<file path="config.mk">
export PLATFORM = sky130hd
export DESIGN_NAME = trc_regs
export DESIGN_NICKNAME = d
export VERILOG_FILES = /design/src/rtl/trc_pkg.sv /design/src/rtl/trc_regs.sv
export SDC_FILE = /design/constraint.sdc
export NUM_CORES = 1
export LEC_CHECK = 0
export BUFFER_PORTS_ARGS = -buffer_cell sky130_fd_sc_hd__buf_2
export CAP_MARGIN = 20
export CORE_AREA = 2 2 142 144
export DETAILED_ROUTE_END_ITERATION = 10
export DIE_AREA = 0 0 144 146
export HOLD_SLACK_MARGIN = 0.06
export PLACE_DENSITY = 0.6
export SLEW_MARGIN = 20
export SYNTH_ARGS = -nofsm -noshare
export SYNTH_HDL_FRONTEND = slang
export SYNTH_SLANG_ARGS = --single-unit
</file>
<file path="constraint.sdc">
create_clock -name clk -period 2.1 [get_ports clk]
set_input_delay 0.105 -clock clk [delete_from_list [all_inputs] [get_ports clk]]
set_output_delay 0.105 -clock clk [all_outputs]
set_load 0.03 [all_outputs]
</file>
<file path="src/rtl/trc_pkg.sv">
// shared types, widths and register codes for the textured rectangle clipper
package trc_pkg;

    localparam int CRD_W     = 32;
    localparam int TEX_W     = 17;
    localparam int LOC_W     = CRD_W + 1;
    localparam int SPAN_W    = CRD_W + 3;
    localparam int REM_W     = SPAN_W;
    localparam int DEN_W     = SPAN_W - 1;
    localparam int FRAC_W    = 16;
    localparam int DIV_STEPS = FRAC_W;
    localparam int PROD_W    = 2 * TEX_W;
    localparam int ADDR_W    = 4;
    localparam int DATA_W    = 32;

    localparam logic [TEX_W-1:0] ONE_Q16 = TEX_W'(1 << FRAC_W);

    localparam logic [1:0] REG_MIN_X = 2'd0;
    localparam logic [1:0] REG_MIN_Y = 2'd1;
    localparam logic [1:0] REG_MAX_X = 2'd2;
    localparam logic [1:0] REG_MAX_Y = 2'd3;

    localparam logic signed [CRD_W-1:0] RST_MIN = {1'b1, {(CRD_W-1){1'b0}}};
    localparam logic signed [CRD_W-1:0] RST_MAX = {1'b0, {(CRD_W-1){1'b1}}};

    typedef struct packed {
        logic signed [CRD_W-1:0] pos_x;
        logic signed [CRD_W-1:0] pos_y;
        logic signed [CRD_W-1:0] rect_left;
        logic signed [CRD_W-1:0] rect_right;
        logic signed [CRD_W-1:0] rect_top;
        logic signed [CRD_W-1:0] rect_bottom;
        logic [TEX_W-1:0]        tex_u_left;
        logic [TEX_W-1:0]        tex_u_right;
        logic [TEX_W-1:0]        tex_v_top;
        logic [TEX_W-1:0]        tex_v_bottom;
    } item_t;

    typedef struct packed {
        logic                    visible;
        logic signed [CRD_W-1:0] out_left;
        logic signed [CRD_W-1:0] out_right;
        logic signed [CRD_W-1:0] out_top;
        logic signed [CRD_W-1:0] out_bottom;
        logic [TEX_W-1:0]        out_u_left;
        logic [TEX_W-1:0]        out_u_right;
        logic [TEX_W-1:0]        out_v_top;
        logic [TEX_W-1:0]        out_v_bottom;
    } result_t;

    typedef struct packed {
        logic signed [CRD_W-1:0] min_x;
        logic signed [CRD_W-1:0] min_y;
        logic signed [CRD_W-1:0] max_x;
        logic signed [CRD_W-1:0] max_y;
    } cfg_t;

    // per item control and payload that rides along the divider lanes
    typedef struct packed {
        logic                    visible;
        logic                    clip_l;
        logic                    clip_r;
        logic                    clip_t;
        logic                    clip_b;
        logic signed [CRD_W-1:0] left;
        logic signed [CRD_W-1:0] right;
        logic signed [CRD_W-1:0] top;
        logic signed [CRD_W-1:0] bottom;
        logic [TEX_W-1:0]        ul;
        logic [TEX_W-1:0]        ur;
        logic [TEX_W-1:0]        vt;
        logic [TEX_W-1:0]        vb;
    } side_t;

    typedef struct packed {
        logic              zero;
        logic              one;
        logic [REM_W-1:0]  rem;
        logic [DEN_W-1:0]  den;
        logic [FRAC_W-1:0] quo;
    } div_t;

endpackage

</file>
<file path="src/rtl/trc_regs.sv">
// apb register file holding the world space clip window
module trc_regs (
    input  logic                       clk,
    input  logic                       rst_n,
    input  logic                       psel,
    input  logic                       penable,
    input  logic                       pwrite,
    input  logic [trc_pkg::ADDR_W-1:0] paddr,
    input  logic [trc_pkg::DATA_W-1:0] pwdata,
    output logic [trc_pkg::DATA_W-1:0] prdata,
    output logic                       pready,
    output trc_pkg::cfg_t              cfg
);
    import trc_pkg::*;

    cfg_t       cfg_reg;
    logic [1:0] sel;
    logic       wr;

    assign sel    = paddr[ADDR_W-1:2];
    assign wr     = psel && penable && pwrite;
    assign pready = 1'b1;
    assign cfg    = cfg_reg;

    always_ff @(posedge clk or negedge rst_n)
    begin
        if (!rst_n)
        begin
            cfg_reg.min_x <= RST_MIN;
            cfg_reg.min_y <= RST_MIN;
            cfg_reg.max_x <= RST_MAX;
            cfg_reg.max_y <= RST_MAX;
        end
        else if (wr)
        begin
            case (sel)
                REG_MIN_X: cfg_reg.min_x <= pwdata;
                REG_MIN_Y: cfg_reg.min_y <= pwdata;
                REG_MAX_X: cfg_reg.max_x <= pwdata;
                REG_MAX_Y: cfg_reg.max_y <= pwdata;
                default:   cfg_reg.min_x <= cfg_reg.min_x;
            endcase
        end
    end

    always_comb
    begin
        case (sel)
            REG_MIN_X: prdata = cfg_reg.min_x;
            REG_MIN_Y: prdata = cfg_reg.min_y;
            REG_MAX_X: prdata = cfg_reg.max_x;
            REG_MAX_Y: prdata = cfg_reg.max_y;
            default:   prdata = '0;
        endcase
    end

endmodule

</file>
# Word-level counts from Yosys, hierarchy flattened
# Cells that the tools add are included.
# word_totals
register_bits	128
elab_cells	15
input_bits	41
output_inout_bits	161
# classes
eq_ne	3
n_mux	1
reduce_logical	7
# op_table
op	n
$pmux 32 s4	1
$reduce_and 2->1	4
$eq 2x2->1 const B	2
$eq 2x1->1 const B	1
$logic_and 1x1->1	2
$logic_not 2->1	1

# Logic depth before layout (Yosys ltp)
# logic_depth
word_depth	3
depth_mapped	6
depth_no_buf	3

# Least setup slack after synthesis
# Ideal clock, no wire load.
# synth_path
kind	input -> register
start	input port paddr[3] (netlist name)
end	register cfg_reg (netlist bit cfg[65])
t_arrival_ps	1190
slack_ps	785
path_stages	5
required_ps	1975
setup_ps	125
path_buffers	3
cell_sequence	buf_4 > or3_1 > buf_2 > buf_6 > mux2_4
# synth_between
elab_chain_len	2
# synth_lines
item	line_no	rtl
start: declaration	trc_regs.sv:8	input logic [trc_pkg::ADDR_W-1:0] paddr,
$eq 2x1->1	trc_regs.sv:36	case (sel)
$reduce_and 2->1 (no line)	n/a	
end: declaration	trc_regs.sv:16	cfg_t cfg_reg;
# Every way passes these cells.
# A chain may end at the register's enable or synchronous reset.

# Worst setup path after layout
# layout_path
start	register cfg_reg (netlist bit cfg[31])
end	output port prdata[31] (netlist name)
# layout_between
elab_chain_len	1
# layout_lines
item	line_no	rtl
$pmux 32 s4	trc_regs.sv:48	case (sel)
end: declaration	trc_regs.sv:10	output logic [trc_pkg::DATA_W-1:0] prdata,
# Every way passes these cells.

==> metrics.cfg <==
[status]
outcome = finished, final reports clean

[route]
vias = 3766
viasPerCell = 4.516
drc = 0
drt_iter0_markers = 120
drtPass1Iterations = 3
drt_wl_total_um = 15180
postRouteAntennaNets = 0
wl_per_cell_um = 18.20

[synthesis]
yosysMostFrequentCell = mux2_2
synthTopCellsByCount = 90 x mux2_2, 64 x dfrtp_1, 64 x dfstp_2
yosys_most_used_dff = dfstp_2
avgSynthCellArea_um2 = 17.99
synthesis.area_mm2 = 0.005739
synth_edf_count = 0
synthTopCellsByArea = dfstp_2 29%, dfrtp_1 28%, mux2_2 18%
async_reset_ff_frac = 1.000
synth.distinct_cells = 18
synth_top_area_share = 0.2930
synth_area_leader_cell = dfstp_2
ys_ff_latch = 128
synth_nets = 360
yosysSeqAreaShare = 0.5721
yosysWarnings = 0
synthCells = 319

[cts]
cts_buffer_depth = 2
clk-insertion-delay-late_ns = 0.40
post_cts_buffers = 0
cts_root_buf = clkbuf_16
cts_sinks = 128
cts_resized = 0
hold_buffers = 33
cts_tree = built
path_clk_slew_ns = 0.06
cts_made_buffers = 17
cts_max_level = 4

[place]
place_congestion = 0.7011
hpwlAfterDp_um = 9804
port_buffers = 198

[cells_and_area]
largest_reg_flops = 128
nets = 597
syn2layout_area_growth_pct = 39.48
utilization = 0.4140
drive_above_1_share = 0.8102
antenna_cells = 0

[setup_path]
end_kind = output port
path_class = reg2out
path_buf_inv = 1
path_delay_family = multiplexers
cp_slowest_cell = mux4_2
crit_fanout = 3
startpoint_type = flop
required_ns = 2.00
crit_chain = mux4_2 -> buf_2
cp_data_arrival_time_ns = 1.48
slowest_delay_ns = 0.47

[timing]
worst_pin_slew_ns = 0.9495
slew_viol_final = 0
finClkSkew_ns = 0
slew_headroom = 0.3670
post-route-period-util = 0.7548
setup_viol = 0
fmax_ghz = 0.6309
hold_viol_final = 0
fin_crit_ns = 1.585
finalSetupTns_ns = 0
rsz0062_at_grt = false

[global_routing]
grt_use_total = 0.1466
antenna_found_initial = 0
grt_first_pass_wirelength_um = 23430
grt_pass1_vias = 4092
grt_overflow = 0
grt_max_degree = 129

[die]
dieArea_mm2 = 0.02102
initial_utilization = 0.2968
die_height_um = 146
fp-row-count = 51
die_x_um = 144
core_region_area_mm2 = 0.01933
ios = 202

[power_and_ir_drop]
seqPwrFrac = 0.358
ir_drop_uv = 538.4
leakage_uw = 0.003717
p_sw_uw = 3813
intPower_uw = 6501
switching_share = 0.3697
power.density_mw_per_mm2 = 1288
p_clk_frac = 0.298
comb_power_share = 0.345

[flow_run]
drv_cap = 0

[hold_path]
hp-class = in2async

[logic make-up (layout without fill, tap and decap cells)]
family                 Yosys count  in the layout  synth area share
muxes                          160            160            0.3963
DFF                            128            128            0.5721
buffers and inverters           24            274           0.02441
and+or+nand+nor                  6              6          0.006541
other                            1              1         0.0006534
[cell usage in the layout, fill, tap and decap left out, drive strengths merged]
master,netlist,routed
dfstp,64,64
nand3,1,1
mux4,32,32
or2,1,1
bufinv,0,3
buf,19,208
inv,1,5
dfrtp,64,64
clkbuf,4,18
nand4,1,1
conb,1,1
nor3,1,1
clkinv,0,2
dlygate4sd3,0,33
mux2,128,128
clkinvlp,0,5
nor2,1,1
or3,1,1
[worst paths after layout]
check	slack (ns)	end	start	cells after the start
max in group asynchronous	1.24	cfg[65]	rst_n	3
min in group clk	0.49	cfg[46]	pwrite	5
max reg2reg	1.30	cfg[123]	cfg[123]	1
max	0.51	prdata[31]	cfg[31]	2
min	0.33	cfg[78]	rst_n	3
min reg2reg	0.52	cfg[121]	cfg[121]	1
[through the flow]
stage               cell area, um^2  power (uW)  setup slack (ns)  instances  hold slack [ns]
finish                         8005       10310            0.5149        834           0.3294
global placement               7056        7185            0.3084        769           0.2606
floorplan                      5739        6158            0.7852        319          -0.1906
detailed placement             7056        7272            0.3313        769           0.2743
global route                   8005       10790            0.4476        834           0.3979
CTS                            8005       10460            0.4744        834           0.3704
[power by group through the flow]
| stage | Sequential, uW | Clock (uW) | Combinational, uW |
|---|---|---|---|
| CTS | 3700 | 3170 | 3600 |
| finish | 3690 | 3070 | 3550 |
| global route | 3780 | 3280 | 3730 |
| detailed placement | 3730 | 0 | 3540 |
| floorplan | 4850 | 0 | 1310 |
| global placement | 3680 | 0 | 3510 |
[cell type report]
type	instances	area, um^2
Fill cell	1802	11330
Inverter	1	3.754
Sequential cell	128	3283
Multi-Input combinational cell	167	2331
Clock inverter	14	180.2
Clock buffer	18	439.2
Timing Repair Buffer	241	1436
Tap cell	265	331.6
[metal layers]
layer  up-vias  track usage  wire length, um
li1       1673            -                -
met1      1958       0.1785             6516
met2       124       0.2476             7579
met3        11      0.04969              930
met4         0      0.03922              153
met5         -            0                0
[tightest hold or removal path, cell delays in order]
cell and delay (ns):
dlygate4sd3_1 0.53, buf_4 0.12, buf_12 0.48
No activity file was read; power rests on OpenSTA's default activity.
