<file path="src/rtl/trc_pkg.sv">
// shared types, widths and register codes for the textured rectangle clipper
package trc_pkg;

    localparam int CRD_W     = 32;
    localparam int TEX_W     = 17;
    localparam int LOC_W     = CRD_W + 1;
    localparam int SPAN_W    = CRD_W + 3;
    localparam int REM_W     = SPAN_W;
    localparam int DEN_W     = SPAN_W - 1;
    localparam int FRAC_W    = 16;
    localparam int DIV_STEPS = FRAC_W;
    localparam int PROD_W    = 2 * TEX_W;
    localparam int ADDR_W    = 4;
    localparam int DATA_W    = 32;

    localparam logic [TEX_W-1:0] ONE_Q16 = TEX_W'(1 << FRAC_W);

    localparam logic [1:0] REG_MIN_X = 2'd0;
    localparam logic [1:0] REG_MIN_Y = 2'd1;
    localparam logic [1:0] REG_MAX_X = 2'd2;
    localparam logic [1:0] REG_MAX_Y = 2'd3;

    localparam logic signed [CRD_W-1:0] RST_MIN = {1'b1, {(CRD_W-1){1'b0}}};
    localparam logic signed [CRD_W-1:0] RST_MAX = {1'b0, {(CRD_W-1){1'b1}}};

    typedef struct packed {
        logic signed [CRD_W-1:0] pos_x;
        logic signed [CRD_W-1:0] pos_y;
        logic signed [CRD_W-1:0] rect_left;
        logic signed [CRD_W-1:0] rect_right;
        logic signed [CRD_W-1:0] rect_top;
        logic signed [CRD_W-1:0] rect_bottom;
        logic [TEX_W-1:0]        tex_u_left;
        logic [TEX_W-1:0]        tex_u_right;
        logic [TEX_W-1:0]        tex_v_top;
        logic [TEX_W-1:0]        tex_v_bottom;
    } item_t;

    typedef struct packed {
        logic                    visible;
        logic signed [CRD_W-1:0] out_left;
        logic signed [CRD_W-1:0] out_right;
        logic signed [CRD_W-1:0] out_top;
        logic signed [CRD_W-1:0] out_bottom;
        logic [TEX_W-1:0]        out_u_left;
        logic [TEX_W-1:0]        out_u_right;
        logic [TEX_W-1:0]        out_v_top;
        logic [TEX_W-1:0]        out_v_bottom;
    } result_t;

    typedef struct packed {
        logic signed [CRD_W-1:0] min_x;
        logic signed [CRD_W-1:0] min_y;
        logic signed [CRD_W-1:0] max_x;
        logic signed [CRD_W-1:0] max_y;
    } cfg_t;

    // per item control and payload that rides along the divider lanes
    typedef struct packed {
        logic                    visible;
        logic                    clip_l;
        logic                    clip_r;
        logic                    clip_t;
        logic                    clip_b;
        logic signed [CRD_W-1:0] left;
        logic signed [CRD_W-1:0] right;
        logic signed [CRD_W-1:0] top;
        logic signed [CRD_W-1:0] bottom;
        logic [TEX_W-1:0]        ul;
        logic [TEX_W-1:0]        ur;
        logic [TEX_W-1:0]        vt;
        logic [TEX_W-1:0]        vb;
    } side_t;

    typedef struct packed {
        logic              zero;
        logic              one;
        logic [REM_W-1:0]  rem;
        logic [DEN_W-1:0]  den;
        logic [FRAC_W-1:0] quo;
    } div_t;

endpackage

</file>
<file path="src/rtl/trc_div.sv">
// pipelined restoring divider lane, one quotient bit per stage, q1.16 factor out
module trc_div (
    input  logic                      clk,
    input  logic                      en,
    input  trc_pkg::div_t             d_in,
    output logic [trc_pkg::TEX_W-1:0] factor
);
    import trc_pkg::*;

    div_t stage_reg [DIV_STEPS];
    div_t last;

    genvar i;
    generate
        for (i = 0; i < DIV_STEPS; i++)
        begin : g_step
            div_t             src;
            div_t             nxt;
            logic [REM_W-1:0] shifted;
            logic             ge;

            if (i == 0)
            begin : g_first
                assign src = d_in;
            end
            else
            begin : g_rest
                assign src = stage_reg[i-1];
            end

            always_comb
            begin
                shifted  = {src.rem[REM_W-2:0], 1'b0};
                ge       = shifted >= {1'b0, src.den};
                nxt      = src;
                nxt.rem  = ge ? shifted - {1'b0, src.den} : shifted;
                nxt.quo  = {src.quo[FRAC_W-2:0], ge};
            end

            always_ff @(posedge clk)
            begin
                if (en)
                begin
                    stage_reg[i] <= nxt;
                end
            end
        end
    endgenerate

    assign last   = stage_reg[DIV_STEPS-1];
    assign factor = last.one ? ONE_Q16 : (last.zero ? '0 : {1'b0, last.quo});

endmodule

</file>
<file path="config.mk">
export PLATFORM = sky130hd
export DESIGN_NAME = trc_div
export DESIGN_NICKNAME = d
export VERILOG_FILES = /design/src/rtl/trc_pkg.sv /design/src/rtl/trc_div.sv
export SDC_FILE = /design/constraint.sdc
export NUM_CORES = 2
export LEC_CHECK = 0
export BUFFER_PORTS_ARGS = -buffer_cell sky130_fd_sc_hd__buf_4
export CORE_UTILIZATION = 69
export DETAILED_ROUTE_END_ITERATION = 8
export PLACE_DENSITY = 0.95
export SLEW_MARGIN = 5
export SYNTH_ARGS = -nofsm -noshare
export SYNTH_HDL_FRONTEND = slang
export SYNTH_SLANG_ARGS = --single-unit
</file>
<file path="constraint.sdc">
create_clock -name clk -period 7.05 [get_ports clk]
set_input_delay 0.705 -clock clk [delete_from_list [all_inputs] [get_ports clk]]
set_output_delay 0.705 -clock clk [all_outputs]
set_load 0.02 [all_outputs]
</file>
# ---- After elaboration in Yosys (flattened, before gate mapping)
# Memory sizes are Yosys's and may differ from the RTL's.
# Cells that the tools add are included.
dict set report classes {
  n_mux 20
  n_lt_le_gt_ge 16
  add_sub_neg 16
}
# operator n
set ops {}
lappend ops {{$ge 35x34->1} 16}
lappend ops {{$mux 35} 16}
lappend ops {{$sub 35x34->35} 16}
lappend ops {{$mux 17} 1}
lappend ops {{$mux 16} 1}
lappend ops {{$mux 1} 2}
dict set report totals {
  regBits 0
  word_cells 53
  output_inout_bits 17
  n_memories 1
  input_bits 89
  ramBits 1392
}
# memory words word_bits rd rd_ports_with_merged_regs wr line
set mem_list {}
lappend mem_list {stage_reg 16 87 16 0 16 trc_div.sv:10} ;# div_t stage_reg [DIV_STEPS];

# ---- Longest topological paths before layout
# An unclocked memory read counts as a cell.
dict set report logic_depth {
  depth_word 3
  mapped_depth 16
  depth_no_buf 13
}

# ---- Worst setup path after synthesis
# Ideal clock, no wire load.
dict set report synth_path {
  kind {in2reg}
  startpoint {in d_in[17] in the netlist's numbering}
  endpoint {mem stage_reg[0][61] in the netlist's numbering, data pin}
  required_ps 6790
  n_path_buf 1
  t_arrival_ps 3308
  setup_slack_ps 3482
  setup_ps 260
  path_stages 13
  cell_sequence {inv_1 ha_1 nor2b_1 o31a_1 o31a_1 a211oi_2 o211ai_1 a31oi_2 o21ai_1 o21ai_1 nand3_2 buf_2 mux2_2}
}
# item line
set synth_lines {}
lappend synth_lines {{start, declared} trc_div.sv:5} ;# input trc_pkg::div_t d_in,
lappend synth_lines {{end, declared} trc_div.sv:10}

==> flow_summary.toml <==
[worst_setup_path]
arrival_ns = 5.59
cp_max_fo = 19
crit_buf_inv = 1
crit_path_frequent_cell = "o21a_1"
startpoint_type = "register"
critPathKind = "reg -> reg"
path_cells = "ha_1 -> nor2b_1 -> o21a_1 -> o21a_1 -> o31ai_1 -> a21oi_1 -> a31oi_1 -> o311ai_1 -> o21ai_1 -> nand2b_1 -> a21oi_4 -> buf_4 -> mux2_2"
cpPeakStageDelay_ns = 0.61
path_delay_family = "compound AO/OA/AOI/OAI gates"
endpoint_kind = "register"
crit_slowest_cell = "o31ai_1"
critPathRequiredTime_ns = 7.54

[floorplanning]
rows = 116
initial_core_util = 0.700
die_x_um = 321
core_region_area_mm2 = 0.101
fp.dieH_um = 321
die_area_mm2 = 0.103
num_io_pins = 106

[power]
power_leakage_nw = 31.9
vdd_drop_max_uv = 307
power.total_mw = 35.3
powerDensity_mw_per_mm2 = 463

[layout]
synthToLayoutAreaGrowth_pct = 8.30
diodes = 0
layoutNonFillerInstCount = 7909
largest_reg_flops = 1188
stdcell_area_mm2 = 0.0763
nets = 7102
fin_util = 0.758
drive_gt1_frac = 0.0896

[global_route]
grt_use_total = 0.334
grt_pass1_vias = 51900
grt_pass1_wl_um = 270000
grt_overflow = 0
antenna_found_initial = 1
grt_max_degree = 209

[timing]
period_minus_slack_ns = 5.10
hold_slack_ns = 0.121
finalHoldViolCount = 0
tightest_slew_ns = 1.56
setup_tns_ns = 0
setup_ws_ns = 1.95
finalCritPeriodShare = 0.723
slew_headroom = -0.0671
fmax_ghz = 0.196
setup_violations = 0
clock_skew_ns = 0.0693
drv_slew = 4
rsz0062_at_grt = "false"

[clock_network]
post_cts_resized = 0
cts-root-buf = "clkbuf_16"
hold_buffers = 0
htreeDepth = 3
clk_pin_slew_worst_paths_ns = 0.07
cts.sinks = 1188
cts_buffers = 120
clock_latency_ns = 0.78
clockBufferDepth = 3
cts_setup_buffers = 0
cts_tree = "done"

[synth]
synthFlopType = "edfxtp_1"
ys_seq_elements = 1188
synth.yosys.seq_area_share = 0.507
synthTopCellsByArea = "edfxtp_1 51%, ha_1 9.6%, a21oi_1 4.3%, inv_1 3.6%, a21o_1 3.3%"
yosysWarningCount = 0
synth_cells = 6388
synth_cell_type_count = 95
synth_top_area_frac = 0.507
syn_area_mm2 = 0.0704
synth_edf_count = 1188
yosys-top-cells-count = "1188 x edfxtp_1, 674 x inv_1, 608 x a21oi_1"
avgSynthCellArea_um2 = 11.0
synth_nets = 7035
yosys.cell_count.top_type = "edfxtp_1"
async_flop_share = 0
synth_top_area_cell = "edfxtp_1"

[route]
vias = 50100
drc = 0
wl_per_cell_um = 21.9
viasPerCell = 6.34
routed_wl_um = 173000
initialDrtViolationCount = 4191
firstDrtPassIters = 6
drtAntennaViolNets = 0

[placed_design]
placed_area_mm2 = 0.0724
dp_hpwl_um = 126000
gp_congestion = 0.954
io_buffers = 88
place_ws_ns = 2.09
dp.cells = 7690

[outcome]
failed_checks = "max-capacitance violations, max-slew violations"
outcome = "finished, violations left"

[flow_run]
cap_violations = 2

[min_path]
hp-class = "in -> reg"
[layer usage]
layer  global-route usage  vias to the layer above  wire length, um  share of wire
li1                     -                    23500                -              -
met2                0.651                     2173            94200           0.54
met3               0.0360                      731             7730          0.045
met4                0.274                        0            15600          0.090
met5                    0                        -                0              0
met1                0.308                    23700            55700           0.32
[kinds of logic (layout without fill, tap and decap cells)]
kind of cell,count (synthesis),in the layout,share of synthesized area
DFF,1188,1188,0.507
xor gates and xnor gates,446,446,0.0555
adders and majority gates,558,558,0.101
muxes,246,246,0.0407
and+or+nand+nor,1355,1355,0.0935
AOI/OAI and AO/OA,1746,1746,0.156
buffers and inverters,849,1013,0.0471
[area by class of cell]
class / count / area [um2]
Sequential cell: 1188 / 35700
Multi-Input combinational cell: 4351 / 31500
Fill cell: 6026 / 24300
Clock buffer: 141 / 3080
Inverter: 674 / 2530
Tap cell: 1357 / 1700
Timing Repair Buffer: 120 / 996
Clock inverter: 78 / 766
[path summary, 6_finish.rpt]
kind                           from           endpoint  slack [ns]  cells after the start
setup / recovery  stage_reg[0][137]  stage_reg[0][238]        1.95                     13
setup reg to reg  stage_reg[0][137]  stage_reg[0][238]        1.95                     13
hold reg to reg    stage_reg[0][85]  stage_reg[0][172]        0.40                      0
hold / removal             d_in[21]   stage_reg[0][21]        0.12                      1
[report_power, final]
group          leakage [nW]  internal, mW  total (mW)  switching [mW]
Combinational          18.4          7.41        17.4            10.0
Sequential             11.6          10.6        11.6            1.03
Clock                  1.87          3.47        6.26            2.79
Total                  31.9          21.5        35.3            13.9
[worst reg2reg max path, stage by stage (launching register included)]
cell,delay [ns]
edfxtp_1,0.46
ha_1,0.36
nor2b_1,0.17
o21a_1,0.22
o21a_1,0.24
o31ai_1,0.61
a21oi_1,0.33
a31oi_1,0.58
o311ai_1,0.20
o21ai_1,0.15
nand2b_1,0.13
a21oi_4,0.55
buf_4,0.42
mux2_2,0.39
[cells in the final DEF (no fill, tap or decap), types with 69 or more instances in the layout]
| cell type | synthesis | layout |
|---|---|---|
| o21ai_0 | 329 | 329 |
| nand2b_1 | 81 | 81 |
| nand3_1 | 102 | 102 |
| nor2b_1 | 75 | 75 |
| edfxtp_1 | 1188 | 1188 |
| buf_4 | 9 | 112 |
| xnor2_1 | 262 | 262 |
| o21bai_1 | 85 | 84 |
| mux2_2 | 207 | 207 |
| o21a_1 | 69 | 69 |
| a21o_1 | 312 | 312 |
| xor2_1 | 184 | 184 |
| nor2_1 | 409 | 408 |
| nand2_1 | 325 | 325 |
| clkbuf_16 | 0 | 120 |
| inv_1 | 674 | 674 |
| nand4_1 | 84 | 84 |
| ha_1 | 543 | 543 |
| a21oi_1 | 608 | 608 |
Power figures use the tool's default switching activity.
