### src/rtl/trc_pkg.sv
// shared types, widths and register codes for the textured rectangle clipper
package trc_pkg;

    localparam int CRD_W     = 32;
    localparam int TEX_W     = 17;
    localparam int LOC_W     = CRD_W + 1;
    localparam int SPAN_W    = CRD_W + 3;
    localparam int REM_W     = SPAN_W;
    localparam int DEN_W     = SPAN_W - 1;
    localparam int FRAC_W    = 16;
    localparam int DIV_STEPS = FRAC_W;
    localparam int PROD_W    = 2 * TEX_W;
    localparam int ADDR_W    = 4;
    localparam int DATA_W    = 32;

    localparam logic [TEX_W-1:0] ONE_Q16 = TEX_W'(1 << FRAC_W);

    localparam logic [1:0] REG_MIN_X = 2'd0;
    localparam logic [1:0] REG_MIN_Y = 2'd1;
    localparam logic [1:0] REG_MAX_X = 2'd2;
    localparam logic [1:0] REG_MAX_Y = 2'd3;

    localparam logic signed [CRD_W-1:0] RST_MIN = {1'b1, {(CRD_W-1){1'b0}}};
    localparam logic signed [CRD_W-1:0] RST_MAX = {1'b0, {(CRD_W-1){1'b1}}};

    typedef struct packed {
        logic signed [CRD_W-1:0] pos_x;
        logic signed [CRD_W-1:0] pos_y;
        logic signed [CRD_W-1:0] rect_left;
        logic signed [CRD_W-1:0] rect_right;
        logic signed [CRD_W-1:0] rect_top;
        logic signed [CRD_W-1:0] rect_bottom;
        logic [TEX_W-1:0]        tex_u_left;
        logic [TEX_W-1:0]        tex_u_right;
        logic [TEX_W-1:0]        tex_v_top;
        logic [TEX_W-1:0]        tex_v_bottom;
    } item_t;

    typedef struct packed {
        logic                    visible;
        logic signed [CRD_W-1:0] out_left;
        logic signed [CRD_W-1:0] out_right;
        logic signed [CRD_W-1:0] out_top;
        logic signed [CRD_W-1:0] out_bottom;
        logic [TEX_W-1:0]        out_u_left;
        logic [TEX_W-1:0]        out_u_right;
        logic [TEX_W-1:0]        out_v_top;
        logic [TEX_W-1:0]        out_v_bottom;
    } result_t;

    typedef struct packed {
        logic signed [CRD_W-1:0] min_x;
        logic signed [CRD_W-1:0] min_y;
        logic signed [CRD_W-1:0] max_x;
        logic signed [CRD_W-1:0] max_y;
    } cfg_t;

    // per item control and payload that rides along the divider lanes
    typedef struct packed {
        logic                    visible;
        logic                    clip_l;
        logic                    clip_r;
        logic                    clip_t;
        logic                    clip_b;
        logic signed [CRD_W-1:0] left;
        logic signed [CRD_W-1:0] right;
        logic signed [CRD_W-1:0] top;
        logic signed [CRD_W-1:0] bottom;
        logic [TEX_W-1:0]        ul;
        logic [TEX_W-1:0]        ur;
        logic [TEX_W-1:0]        vt;
        logic [TEX_W-1:0]        vb;
    } side_t;

    typedef struct packed {
        logic              zero;
        logic              one;
        logic [REM_W-1:0]  rem;
        logic [DEN_W-1:0]  den;
        logic [FRAC_W-1:0] quo;
    } div_t;

endpackage

### src/rtl/trc_setup.sv
// three setup stages: local window, overlap and clip decisions, divider operands
module trc_setup (
    input  logic           clk,
    input  logic           rst_n,
    input  logic           en,
    input  logic           v_in,
    input  trc_pkg::item_t item,
    input  trc_pkg::cfg_t  cfg,
    output logic           v_out,
    output trc_pkg::side_t side,
    output trc_pkg::div_t  dl,
    output trc_pkg::div_t  dr,
    output trc_pkg::div_t  dt,
    output trc_pkg::div_t  db
);
    import trc_pkg::*;

    // stage 1
    logic                    v1_reg;
    item_t                   it1_reg;
    logic signed [LOC_W-1:0] tmin_x_reg, tmin_y_reg, tmax_x_reg, tmax_y_reg;

    // stage 2
    logic                     v2_reg;
    side_t                    s2_reg;
    logic signed [SPAN_W-1:0] num_reg [4];
    logic signed [SPAN_W-1:0] den_reg [4];

    // stage 3
    logic  v3_reg;
    side_t s3_reg;
    div_t  d3_reg [4];

    logic signed [LOC_W-1:0]  lft, rgt, tp, bot, anc_x, anc_y;
    logic                     vis, cl, cr, ct, cb;
    logic signed [SPAN_W-1:0] num_next [4];
    logic signed [SPAN_W-1:0] den_next [4];
    side_t                    s2_next;
    div_t                     d3_next [4];

    always_ff @(posedge clk or negedge rst_n)
    begin
        if (!rst_n)
        begin
            v1_reg <= 1'b0;
            v2_reg <= 1'b0;
            v3_reg <= 1'b0;
        end
        else if (en)
        begin
            v1_reg <= v_in;
            v2_reg <= v1_reg;
            v3_reg <= v2_reg;
        end
    end

    always_ff @(posedge clk)
    begin
        if (en)
        begin
            it1_reg    <= item;
            tmin_x_reg <= $signed({cfg.min_x[CRD_W-1], cfg.min_x})
                          - $signed({item.pos_x[CRD_W-1], item.pos_x});
            tmin_y_reg <= $signed({cfg.min_y[CRD_W-1], cfg.min_y})
                          - $signed({item.pos_y[CRD_W-1], item.pos_y});
            tmax_x_reg <= $signed({cfg.max_x[CRD_W-1], cfg.max_x})
                          - $signed({item.pos_x[CRD_W-1], item.pos_x});
            tmax_y_reg <= $signed({cfg.max_y[CRD_W-1], cfg.max_y})
                          - $signed({item.pos_y[CRD_W-1], item.pos_y});
        end
    end

    always_comb
    begin
        lft = $signed({it1_reg.rect_left[CRD_W-1], it1_reg.rect_left});
        rgt = $signed({it1_reg.rect_right[CRD_W-1], it1_reg.rect_right});
        tp  = $signed({it1_reg.rect_top[CRD_W-1], it1_reg.rect_top});
        bot = $signed({it1_reg.rect_bottom[CRD_W-1], it1_reg.rect_bottom});
        vis = !(lft > tmax_x_reg || rgt < tmin_x_reg || tp > tmax_y_reg || bot < tmin_y_reg);
        cl  = vis && (lft < tmin_x_reg);
        cr  = vis && (rgt > tmax_x_reg);
        ct  = vis && (tp < tmin_y_reg);
        cb  = vis && (bot > tmax_y_reg);
        // right and bottom spans are anchored on the clipped left and top
        anc_x = cl ? tmin_x_reg : lft;
        anc_y = ct ? tmin_y_reg : tp;

        num_next[0] = $signed({{2{tmin_x_reg[LOC_W-1]}}, tmin_x_reg})
                      - $signed({{2{lft[LOC_W-1]}}, lft});
        den_next[0] = $signed({{2{rgt[LOC_W-1]}}, rgt}) - $signed({{2{lft[LOC_W-1]}}, lft});
        num_next[1] = $signed({{2{tmax_x_reg[LOC_W-1]}}, tmax_x_reg})
                      - $signed({{2{anc_x[LOC_W-1]}}, anc_x});
        den_next[1] = $signed({{2{rgt[LOC_W-1]}}, rgt}) - $signed({{2{anc_x[LOC_W-1]}}, anc_x});
        num_next[2] = $signed({{2{tmin_y_reg[LOC_W-1]}}, tmin_y_reg})
                      - $signed({{2{tp[LOC_W-1]}}, tp});
        den_next[2] = $signed({{2{bot[LOC_W-1]}}, bot}) - $signed({{2{tp[LOC_W-1]}}, tp});
        num_next[3] = $signed({{2{tmax_y_reg[LOC_W-1]}}, tmax_y_reg})
                      - $signed({{2{anc_y[LOC_W-1]}}, anc_y});
        den_next[3] = $signed({{2{bot[LOC_W-1]}}, bot}) - $signed({{2{anc_y[LOC_W-1]}}, anc_y});

        s2_next.visible = vis;
        s2_next.clip_l  = cl;
        s2_next.clip_r  = cr;
        s2_next.clip_t  = ct;
        s2_next.clip_b  = cb;
        s2_next.left    = cl ? tmin_x_reg[CRD_W-1:0] : it1_reg.rect_left;
        s2_next.right   = cr ? tmax_x_reg[CRD_W-1:0] : it1_reg.rect_right;
        s2_next.top     = ct ? tmin_y_reg[CRD_W-1:0] : it1_reg.rect_top;
        s2_next.bottom  = cb ? tmax_y_reg[CRD_W-1:0] : it1_reg.rect_bottom;
        s2_next.ul      = it1_reg.tex_u_left;
        s2_next.ur      = it1_reg.tex_u_right;
        s2_next.vt      = it1_reg.tex_v_top;
        s2_next.vb      = it1_reg.tex_v_bottom;
    end

    always_ff @(posedge clk)
    begin
        if (en)
        begin
            s2_reg <= s2_next;
            for (int k = 0; k < 4; k++)
            begin
                num_reg[k] <= num_next[k];
                den_reg[k] <= den_next[k];
            end
        end
    end

    // saturate to 0 or 1.0 outside the open interval, else start the division
    always_comb
    begin
        for (int k = 0; k < 4; k++)
        begin
            d3_next[k].zero = num_reg[k][SPAN_W-1] || (num_reg[k] == '0);
            d3_next[k].one  = !d3_next[k].zero && (num_reg[k] >= den_reg[k]);
            d3_next[k].rem  = num_reg[k];
            d3_next[k].den  = den_reg[k][DEN_W-1:0];
            d3_next[k].quo  = '0;
        end
    end

    always_ff @(posedge clk)
    begin
        if (en)
        begin
            s3_reg <= s2_reg;
            for (int k = 0; k < 4; k++)
            begin
                d3_reg[k] <= d3_next[k];
            end
        end
    end

    assign v_out = v3_reg;
    assign side  = s3_reg;
    assign dl    = d3_reg[0];
    assign dr    = d3_reg[1];
    assign dt    = d3_reg[2];
    assign db    = d3_reg[3];

endmodule

### config.mk
export PLATFORM = sky130hd
export DESIGN_NAME = trc_setup
export DESIGN_NICKNAME = d
export VERILOG_FILES = /design/src/rtl/trc_pkg.sv /design/src/rtl/trc_setup.sv
export SDC_FILE = /design/constraint.sdc
export NUM_CORES = 2
export LEC_CHECK = 0
export BUFFER_PORTS_ARGS = -buffer_cell sky130_fd_sc_hd__buf_2
export CAP_MARGIN = 20
export CORE_AREA = 2 2 364 366
export DETAILED_ROUTE_END_ITERATION = 7
export DIE_AREA = 0 0 366 368
export PLACE_DENSITY = 0.74
export SLEW_MARGIN = 0
export SYNTH_ARGS = -nofsm -noshare
export SYNTH_HDL_FRONTEND = slang
export SYNTH_SLANG_ARGS = --single-unit
### constraint.sdc
create_clock -name clk -period 18.7 [get_ports clk]
set_input_delay 1.87 -clock clk [delete_from_list [all_inputs] [get_ports clk]]
set_output_delay 1.87 -clock clk [all_outputs]
set_load 0.02 [all_outputs]
## Word level (Yosys, flattened, before mapping)

Memories as Yosys holds them, arrays and structs flattened.
Index checks and enable logic that the tools add are counted.

| storage, ports and cells | value |
|---|---|
| memory bits (read-only) | 0 |
| memories kept | 3 |
| bits in writable memories | 564 |
| register bits | 733 |
| word-level logic and storage cells | 100 |
| bits of input ports | 392 |
| bits in latches | 0 |

| cells by class | value |
|---|---|
| reduce and logical (&&, ||, !) cells | 24 |
| bitwise gates (word level) | 0 |
| shift-type cells | 0 |
| add/sub/neg operators | 12 |
| magnitude comparators | 12 |
| multiplexer cells | 8 |
| multipliers | 0 |
| divide/modulo/power cells | 0 |
| equality and inequality tests | 0 |

Memory list:

| name | depth | bits a word | rd ports | clocked after memory_dff | write ports | line | text |
|---|---|---|---|---|---|---|---|
| d3_reg | 4 | 71 | 4 | 0 | 4 | trc_setup.sv:32 | `div_t d3_reg [4];` |
| den_reg | 4 | 35 | 4 | 0 | 4 | trc_setup.sv:27 | `logic signed [SPAN_W-1:0] den_reg [4];` |
| num_reg | 4 | 35 | 4 | 0 | 4 | trc_setup.sv:26 | `logic signed [SPAN_W-1:0] num_reg [4];` |

Operators with widths:

| operator | count |
|---|---|
| $sub A32 B32 Y33 | 6 |
| $ge A35 B35 Y1 | 4 |
| $logic_not A35 Y1 | 4 |
| $gt A32 B33 Y1 | 4 |
| $lt A32 B33 Y1 | 4 |
| $mux W32 | 4 |
| $sub A32 B33 Y34 | 2 |
| $sub A33 B32 Y34 | 2 |
| $sub A33 B33 Y34 | 2 |
| $mux W33 | 2 |
| $logic_and A1 B1 Y1 | 8 |
| $logic_or A1 B1 Y1 | 7 |
| $logic_not A1 Y1 | 5 |
| $mux W1 | 2 |

## Logic depth before layout (Yosys ltp)

| logic depth | value |
|---|---|
| word-level depth | 8 |
| gate-level depth with buffers | 29 |
| depth with buffers taken out | 26 |

## Worst setup path before layout

Ideal clock, no wire load.

| timing path | value |
|---|---|
| kind | register to register |
| start point | register it1_reg[164] (netlist bit) |
| end point | memory num_reg[1][30] (netlist bit), data pin |
| stages on the path, launching flop included | 29 |
| arrival | 6.102 ns |
| buffers on the path | 3 |
| setup slack | 12.340 ns |
| required time | 18.442 ns |
| cell sequence | edfxtp_1 > ha_1 > fa_1 > nand2b_1 > a21boi_0 > o21ai_0 > a21oi_1 > o221ai_1 > nor3_1 > o311a_1 > a211oi_1 > or3_1 > clkbuf_1 > buf_6 > buf_6 > mux2i_1 > ha_1 > inv_1 > fa_1 > a211oi_1 > nor2_1 > o21ai_1 > o21ai_0 > a22oi_1 > o311ai_0 > a2111oi_0 > o31ai_1 > a21oi_1 > xnor2_1 |

RTL lines:

| element | line | text |
|---|---|---|
| from (decl) | trc_setup.sv:20 | `item_t it1_reg;` |
| from (signal assigned) | trc_setup.sv:61 | `it1_reg <= item;` |
| to (decl) | trc_setup.sv:26 |  |

==> results by group <==
STA
  – Final Cycle Share: 46.99%
  – Fmax: 0.1138 GHz
  – Max-slew violations: 0
  – Least-Margin Pin Slew: 1.252 ns
  – Worst clock skew: 0.03674 ns
  – # setup viols final: 0
  – RSZ-0062 raised after global routing: no
  – Fin crit period: 8.787 ns
  – Slew margin rel.: 16.50%
  – Setup TNS: 0 ns
  – Final hold violations: 0

Global routing
  – Vias in the first global route: 46,347
  – Total grt overflow: 0
  – Largest net degree at the start of global routing: 187
  – Initial antenna violation count: 23
  – GRT Total Usage: 32.63%
  – First-pass GRT wire length: 317,900 um

Placement
  – PortBufs: 877
  – Final Wtd Congestion: 1.006
  – HPWL Detailed: 183,200 um

Clock network
  – Post-CTS sizing: 0
  – H-tree depth: 4
  – Inserted Clock Buffers: 139
  – CTS root buffer: clkbuf_16
  – Worst-case clock buffer depth: 3
  – Cts hold-fix bufs: 0
  – CTS tree: done
  – Post-CTS setup buffers: 0
  – Worst-Skew Late Latency: 0.80 ns
  – TritonCTS Sinks: 1,281
  – Reg clk slew, reported paths: 0.06 ns

Synth
  – Most frequent cell after synthesis: edfxtp_1
  – Asr flop ratio synth: 0.2342%
  – Synth unique cells: 77
  – Gate Count Post-Synth: 5,463
  – Most used DFF post-synth: edfxtp_1
  – Sequential-to-total area share from yosys stat: 56.01%
  – Synth top area share: 55.90%
  – Synth Register Bits: 1,281
  – Synthesized area per cell: 12.57 um^2
  – EDFF count, synth: 1,278
  – Yosys warning count: 0
  – Dominant cell type by area after synthesis: edfxtp_1
  – Mapped cell area: 68,650 um^2
  – Main area contributors after synthesis: edfxtp_1 (56%), ha_1 (13%), xnor2_1 (3.0%)
  – Top cells by count, synth: edfxtp_1 (1,278), ha_1 (722), inv_1 (543)

Pwr
  – PD cells: 122.8 nW/um^2
  – VDD IR max: 73.68 uV
  – P_leak: 35.10 nW

Critical path
  – Critical path's most frequent cell: a21oi_1
  – Arrival time at the worst endpoint: 9.32 ns
  – Max stage delay cell, worst path: a2111oi_0
  – Critical-path maximum fanout: 22
  – Crit end category: flip-flop
  – Required time worst endpoint: 19.23 ns
  – Critical Path Max Stage Delay: 1.04 ns
  – Cell family with most CP delay: compound AO/OA/AOI/OAI gates
  – Crit path buf inv count: 1
  – CP Class: flip-flop to flip-flop
  – Critical Path Start Type: flip-flop
  – Critical Path, Cell by Cell: ha_1 > nand4_1 > nor4_1 > and3_1 > o41ai_1 > a21oi_1 > o211ai_1 > or4_1 > or3_4 > mux2i_1 > ha_1 > inv_1 > fa_1 > a211oi_1 > nor2_1 > o21ai_0 > a21oi_1 > a21oi_1 > o311ai_0 > a2111oi_0 > o31ai_1 > a21oi_1 > xnor2_1

Drt
  – # DRC: 0
  – Antenna-violating nets left: 0
  – Avg WL per Cell: 27.10 um
  – 1st-iter DRT viols: 6,320
  – Via density: 5.977
  – Routed vias: 49,861
  – DR pass1 iterations: 8
  – Total wire length: 226,000 um

Floorplan
  – Die Y: 368 um
  – # IOs: 942
  – Initial Util: 52.48%
  – Die area: 134,700 um^2
  – Site Rows: 133
  – Core region area: 130,800 um^2
  – Die X-Extent: 366 um

Outcome
  – Status: finished, final reports clean

Layout
  – Final core utilization: 60.78%
  – Area grow syn2layout: 15.81%
  – Max FFs per register: 278
  – Final #Nets: 7,596
  – Ratio of cells with drive above 1 in the final layout: 18.26%

Hold path
  – Hold Path Class: flip-flop to flip-flop

Flow run
  – Maxcap violations: 0
[report_power, final]
group          internal [mW]  leakage (nW)  total (mW)  switching, mW
combinational           1.06          20.4        2.85           1.78
clock                   1.53          2.14        2.69           1.16
sequential              3.80          12.5        4.22          0.426
[cell type report]
class,count,area (um^2)
Inverter,543,2038
Clock inverter,84,744.5
Clock buffer,166,3686
Tap cell,1755,2196
Antenna cell,8,20.02
Fill cell,10397,51300
Timing Repair Buffer,908,4679
Multi-Input combinational cell,3597,27680
Sequential cell,1281,38450
[metal layers]
layer | vias up | track usage (%) | part of all wire (%)
met4 | 10 | 11.63 | 3.8
met2 | 2811 | 45.25 | 41
met1 | 24274 | 49.32 | 44
li1 | 22431 | - | -
met5 | - | 0 | 0.029
met3 | 335 | 8.226 | 11
[cells in the final DEF (no fill, tap or decap), types with 26 or more instances in the layout]
cell type,instances
edfxtp_1,1278
buf_2,877
ha_1,722
inv_1,543
a21oi_1,374
nor2_1,268
a21o_1,238
xnor2_1,233
o21ai_0,226
nand2_1,216
clkbuf_16,144
mux2i_1,136
nand4_1,88
xor2_1,77
nand3_1,76
o21a_1,75
nor3_1,75
nor2b_1,74
conb_1,64
nand2b_1,59
nor4_1,49
a211oi_1,47
o21bai_1,37
mux2_2,36
and3_1,35
clkinv_1,35
o211ai_1,31
mux2_4,27
buf_4,27
a31oi_1,26
[final timing paths]
check | from | endpoint | slack [ns] | cells after the start
min in group asynchronous | rst_n | v1_reg | 0.86 | 1
max in group asynchronous | rst_n | v_out | 17.74 | 1
worst max-delay path | bot[20] | den_reg[1][32] | 9.91 | 23
worst max register to register | bot[20] | den_reg[1][32] | 9.91 | 23
worst min-delay path | s2_reg[161] | side[161] | 0.41 | 0
worst min register to register | s2_reg[161] | side[161] | 0.41 | 0
[cells by family (layout without fill, tap and decap cells)]
| family | Yosys count | after routing | synth area share, % |
|---|---|---|---|
| flops | 1281 | 1281 | 56.01 |
| buf+inv | 648 | 1701 | 4.048 |
| other cells | 1 | 72 | 0.005463 |
| simple gates | 1024 | 1024 | 7.385 |
| xor+xnor | 310 | 310 | 3.955 |
| compound gates | 1266 | 1266 | 11.92 |
| mux | 199 | 199 | 3.164 |
| fa+ha+maj | 734 | 734 | 13.51 |
[metrics by stage]
step,hold slack [ns],std cells,power [mW],setup WS (ns),instance area (um^2)
6_report,0.4073,8342,9.762,9.913,79500
4_1_cts,0.3934,8333,9.714,10.19,79450
3_3_place_gp,0.4004,8082,6.988,10.31,75020
5_1_grt,0.4116,8335,10.15,9.701,79480
2_1_floorplan,0.4003,5526,5.842,12.34,68880
3_5_place_dp,0.4045,8083,7.016,10.19,75020
(Power assumes the default switching activity.)
